[config.mk]
export PLATFORM = sky130hd
export DESIGN_NAME = smes_cell
export DESIGN_NICKNAME = d
export VERILOG_FILES = /design/src/rtl/sparse_matrix_element_store_core_assert.svh /design/src/rtl/smes_pkg.sv /design/src/rtl/smes_cell.sv
export SDC_FILE = /design/constraint.sdc
export NUM_CORES = 1
export LEC_CHECK = 0
export BUFFER_PORTS_ARGS = -buffer_cell sky130_fd_sc_hd__buf_2
export CORE_MARGIN = 3
export CORE_UTILIZATION = 41
export CTS_CLUSTER_DIAMETER = 30
export CTS_CLUSTER_SIZE = 24
export DETAILED_ROUTE_END_ITERATION = 12
export PLACE_DENSITY = 0.87
export SKIP_LAST_GASP = 1
export SLEW_MARGIN = 40
export SYNTH_ARGS = -nofsm -noshare
export SYNTH_HDL_FRONTEND = slang
export SYNTH_SLANG_ARGS = --single-unit
[constraint.sdc]
create_clock -name i_clk -period 3.4 [get_ports i_clk]
set_input_delay 0.51 -clock i_clk [delete_from_list [all_inputs] [get_ports i_clk]]
set_output_delay 0.51 -clock i_clk [all_outputs]
set_load 0.02 [all_outputs]
[src/rtl/sparse_matrix_element_store_core_assert.svh]
// assertion macros shared by the store core
`ifndef SPARSE_MATRIX_ELEMENT_STORE_CORE_ASSERT_SVH
`define SPARSE_MATRIX_ELEMENT_STORE_CORE_ASSERT_SVH

`ifndef SYNTHESIS
// same-cycle implication
`define SMES_ASSERT_IMPL(label, clk, rst_n, ante, cons) \
    label: assert property (@(posedge clk) disable iff (!rst_n) (ante) |-> (cons)) \
        else $error("smes assertion failed");
// next-cycle implication
`define SMES_ASSERT_NEXT(label, clk, rst_n, ante, cons) \
    label: assert property (@(posedge clk) disable iff (!rst_n) (ante) |=> (cons)) \
        else $error("smes assertion failed");
`else
`define SMES_ASSERT_IMPL(label, clk, rst_n, ante, cons)
`define SMES_ASSERT_NEXT(label, clk, rst_n, ante, cons)
`endif

`endif

[src/rtl/smes_pkg.sv]
package smes_pkg;

    // request codes
    localparam logic [1:0] ACT_WRITE  = 2'd0;
    localparam logic [1:0] ACT_REMOVE = 2'd1;
    localparam logic [1:0] ACT_READ   = 2'd2;

    // configuration register indexes
    localparam logic CFG_ROWS = 1'b0;
    localparam logic CFG_COLS = 1'b1;

    // dimension registers
    localparam int unsigned CFG_BITS = 11;
    localparam logic [CFG_BITS-1:0] CFG_DIM_RESET = 11'd1024;

    // hard limit on any index
    localparam logic [16:0] C_MAX_DIM = 17'd1024;

    typedef enum logic [1:0] {
        STATUS_OK      = 2'd0,
        STATUS_RANGE   = 2'd1,
        STATUS_MISSING = 2'd2,
        STATUS_FULL    = 2'd3
    } t_status;

    typedef enum logic [1:0] {
        ST_IDLE,
        ST_SCAN,
        ST_COMMIT
    } t_state;

    typedef struct packed {
        logic [1:0]         action;
        logic [9:0]         row;
        logic [9:0]         col;
        logic signed [31:0] value;
    } t_in_item;

    typedef struct packed {
        t_status            status;
        logic signed [31:0] read_value;
    } t_out_item;

    // search token handed from cell to cell
    typedef struct packed {
        logic       active;
        logic [9:0] row;
        logic [9:0] col;
        logic       found;
        logic       free_seen;
    } t_scan;

    // write-back command broadcast to all cells
    typedef struct packed {
        logic       en;
        logic [1:0] action;
        logic       found;
        logic [9:0] row;
        logic [9:0] col;
    } t_commit;

endpackage

[src/rtl/smes_cell.sv]
module smes_cell #(
    parameter int VALUE_BITS = 32
) (
    input  logic                  i_clk,
    input  logic                  i_rst_n,
    input  smes_pkg::t_scan       i_scan,
    input  logic [VALUE_BITS-1:0] i_scan_val,
    output smes_pkg::t_scan       o_scan,
    output logic [VALUE_BITS-1:0] o_scan_val,
    input  smes_pkg::t_commit     i_commit,
    input  logic [VALUE_BITS-1:0] i_wr_val
);
    import smes_pkg::*;

    logic                  r_valid;
    logic [9:0]            r_row;
    logic [9:0]            r_col;
    logic [VALUE_BITS-1:0] r_value;
    logic                  r_match;
    logic                  r_first_free;
    t_scan                 r_scan;
    logic [VALUE_BITS-1:0] r_scan_val;

    logic                  hit;
    t_scan                 n_scan;
    logic [VALUE_BITS-1:0] n_scan_val;
    logic                  do_update;
    logic                  do_claim;
    logic                  do_clear;

    // compare the passing token against this entry
    assign hit = i_scan.active && r_valid && (r_row == i_scan.row) && (r_col == i_scan.col);

    always_comb begin
        n_scan = i_scan;
        if (i_scan.active) begin
            n_scan.found     = i_scan.found | hit;
            n_scan.free_seen = i_scan.free_seen | ~r_valid;
        end
        n_scan_val = hit ? r_value : i_scan_val;
    end

    // write-back decisions from the marks left by the scan
    always_comb begin
        do_update = 1'b0;
        do_claim  = 1'b0;
        do_clear  = 1'b0;
        if (i_commit.en) begin
            unique case (i_commit.action)
                ACT_WRITE: begin
                    do_update = i_commit.found & r_match;
                    do_claim  = ~i_commit.found & r_first_free;
                end
                ACT_REMOVE: begin
                    do_clear = r_match;
                end
                default: begin
                end
            endcase
        end
    end

    // control state: valid bit, scan marks, token
    always_ff @(posedge i_clk) begin
        if (!i_rst_n) begin
            r_valid      <= 1'b0;
            r_match      <= 1'b0;
            r_first_free <= 1'b0;
            r_scan       <= '0;
        end else begin
            r_scan <= n_scan;
            if (i_scan.active) begin
                r_match      <= hit;
                r_first_free <= ~r_valid & ~i_scan.free_seen;
            end
            if (do_claim) begin
                r_valid <= 1'b1;
            end else if (do_clear) begin
                r_valid <= 1'b0;
            end
        end
    end

    // entry payload and forwarded value
    always_ff @(posedge i_clk) begin
        r_scan_val <= n_scan_val;
        if (do_claim) begin
            r_row <= i_commit.row;
            r_col <= i_commit.col;
        end
        if (do_claim || do_update) begin
            r_value <= i_wr_val;
        end
    end

    assign o_scan     = r_scan;
    assign o_scan_val = r_scan_val;

endmodule

==> results_dict.tcl <==
set metrics [dict create \
    critPathRequiredTime_ns 3.64 \
    ant_nets 0 \
    rows 33 \
    p_per_area_nw_per_um2 507 \
    wl_um 7200 \
    total_power_mw 2.42 \
    syn-cell-area_sq_um 3610 \
    crit_path_end_kind "flop" \
    cts_tree "done" \
    via_count 2248 \
    maxSlewHeadroom 0.712 \
    first_pass_iters 4 \
    synthAdderAreaFrac 0 \
    met3_usage 0.0417 \
    floorplan.die.width_um 99.8 \
    outcome "completed" \
    swShare 0.220 \
    antenna_found_initial 0 \
    synth_edf_count 52 \
    cts_setup_buffers 0 \
    multi_input_area_sq_um 852 \
    power_leakage_nw 2.03 \
    die_area_sq_um 9960 \
    clockBufferDepth 2 \
    arrival_ns 2.48 \
    fp.dieH_um 99.8 \
    fin_tns_setup_ns 0 \
    drt_iter0_drc 30 \
    grt_pass1_wl_um 11000 \
    fin_crit_sh 0.659 \
    antenna_cells 0 \
    r2r-end "o_scan_val[2]" \
    rr_worst_depth 6 \
    grt_start_max_net_pins 35 \
    grt.overflow.total 0 \
    synth_flop_cell "dfxtp_1" \
    start_util 0.430 \
    crit_type "flop to flop" \
    grt_util_met1 0.165 \
    rsz0062_at_grt "false" \
    gp_congestion 0.715 \
    syn_avg_cell_area_sq_um 16.9 \
    synth.most_common_cell "dfxtp_1" \
    net-switching-power_uw 533 \
    syn_nets 327 \
    synth.top_cell.area_share 0.433 \
    finalCriticalPeriod_ns 2.24 \
    wl_per_cell_um 14.4 \
    busiest_layer "met2" \
    min_path_cells 1 \
    max_freq_ghz 0.446 \
    dp.cells 484 \
    max_slew.worst_pin.slew_ns 0.432 \
    clkSlewWorstSetupHoldPaths_ns 0.11 \
    p_clk_frac 0.326 \
    seq_power_share 0.592 \
    root_buffer "clkbuf_8" \
    yosys.area_share.simple 0.0715 \
    synth_commonest_cells "dfxtp_1 (58), edfxtp_1 (52), mux2_2 (30), and2_1 (22), xnor2_1 (12)" \
    yosysSeqAreaShare 0.755 \
    yosysWarnings 0 \
    area_delta_synth_final_pct 32.3 \
    ys_types 23 \
    muxShareOfSynthArea 0.103 \
    n_fill_cell 708 \
    hold_class "input port to flop" \
    regArea_sq_um 2720 \
    hp-start "i_wr_val[19]" \
    drc 0 \
    path_max_fanout 34 \
    core-area_sq_um 8380 \
    cts_made_buffers 9 \
    synth_top_family_by_area "multiplexers" \
    holdPathEnd "r_value[19]" \
    finalSetupViolations 0 \
    startpoint_type "flop" \
    grtUsageMet2 0.255 \
    ios 168 \
    dp.final_hpwl_um 5630 \
    synth-seq-cells 110 \
    intPower_mw 1.89 \
    synthArstFlopShare 0 \
    syn_inst 214 \
    portBuffers 167 \
    synthTopCellsByArea "edfxtp_1 (43%), dfxtp_1 (32%), mux2_2 (9.4%)" \
    cts_sinks 110 \
    synth_compound_area_frac 0.0108 \
    cap_violations 0 \
    r2r-start "r_col[5]" \
    cts-resized-gates 0 \
    combPwrFrac 0.082 \
    hold_buffers 0 \
    stdcell_count 500 \
    holdWs_ns 0.321 \
    ir_worst_vdd_mv 0.291 \
    slew_violations 0 \
    drive_gt1_frac 0.552 \
    yosysTopAreaCell "edfxtp_1" \
    worstSkewPairLatency_ns 0.35 \
    grt_pass1_vias 2327 \
    final-hold-violation-count 0 \
    synth_xor_area_frac 0.0486 \
    reg2reg_slack_ns 1.16 \
    htree_levels 3 \
    final_nets 503 \
    finClkSkew_ns 0.0161 \
    vias_per_cell 4.50 \
    track_usage 0.144 \
]
==> layout make-up <==
| cell class | count | area share |
|---|---|---|
| well taps | 105 | 0.0275 |
| multi-input cells | 99 | 0.179 |
| flip-flops and latches | 110 | 0.571 |
| clock inverters | 6 | 0.0142 |
| repair buffers | 170 | 0.180 |
| clock buffers | 10 | 0.0289 |
==> sequential cells by signal, summed over array words and instances, names as in the netlist <==
| register | flops |
|---|---|
| o_scan | 23 |
| o_scan_val | 32 |
| r_col | 10 |
| r_first_free | 1 |
| r_match | 1 |
| r_row | 10 |
| r_valid | 1 |
| r_value | 32 |
==> cells by family after synthesis <==
group           after synthesis
xor+xnor                     20
mux                          33
buf+inv                       5
simple gates                 40
flops                       110
compound gates                6
==> routing by layer <==
layer / part of all wire / up-vias
met5: 0 / -
met4: 0.011 / 0
met3: 0.10 / 8
met2: 0.50 / 114
met1: 0.39 / 1021
li1: - / 1105
==> through the flow <==
stage	util	setup WS [ns]	area (sq um)
3_3_place_gp	0.545	0.898	4560
2_1_floorplan	-	0.0232	3610
6_report	0.569	1.16	4770
5_1_grt	0.569	1.00	4770
3_5_place_dp	0.545	0.885	4560
4_1_cts	0.569	1.13	4770
==> worst max path at each step <==
stage                       startpoint        endpoint  slack (ns)
after floorplan           i_commit[20]      r_value[0]        0.02
after global placement       i_scan[7]   o_scan_val[9]        0.90
after detailed placement     i_scan[7]  o_scan_val[10]        0.88
after CTS                     r_col[5]   o_scan_val[0]        1.13
after global routing          r_row[4]   o_scan_val[2]        1.00
final                         r_col[5]   o_scan_val[2]        1.16
==> cells in the final DEF, fill, tap and decap left out, drive strengths merged <==
cell      count
nand2b        1
clkinvlp      1
nor2          1
nor3          1
o21a          2
inv           2
clkbuf       10
xnor2        12
mux2         32
a21oi         2
dfxtp        58
nor4          3
mux2i         1
nor3b         1
nor2b         5
clkinv        2
a22o          1
buf         170
edfxtp       52
bufinv        1
nand2         2
nand4         4
and2         22
o21ai         1
xor2          8
==> power by group through the flow <==
stage | Clock, mW | Sequential [mW] | Combinational, mW
global route | 0.876 | 1.44 | 0.217
detailed placement | 0 | 1.46 | 0.202
finish | 0.788 | 1.43 | 0.199
global placement | 0 | 1.46 | 0.196
CTS | 0.817 | 1.43 | 0.203
floorplan | 0 | 1.51 | 0.0441
==> worst max-delay path, cell delays in order, from the launching register on <==
cell and delay (ns):
edfxtp_1 0.40, xor2_1 0.15, nor4_1 0.35, nand4_1 0.22, nor4_4 0.17, buf_4 0.41
mux2_2 0.39
No activity file was read; power rests on OpenSTA's default activity.
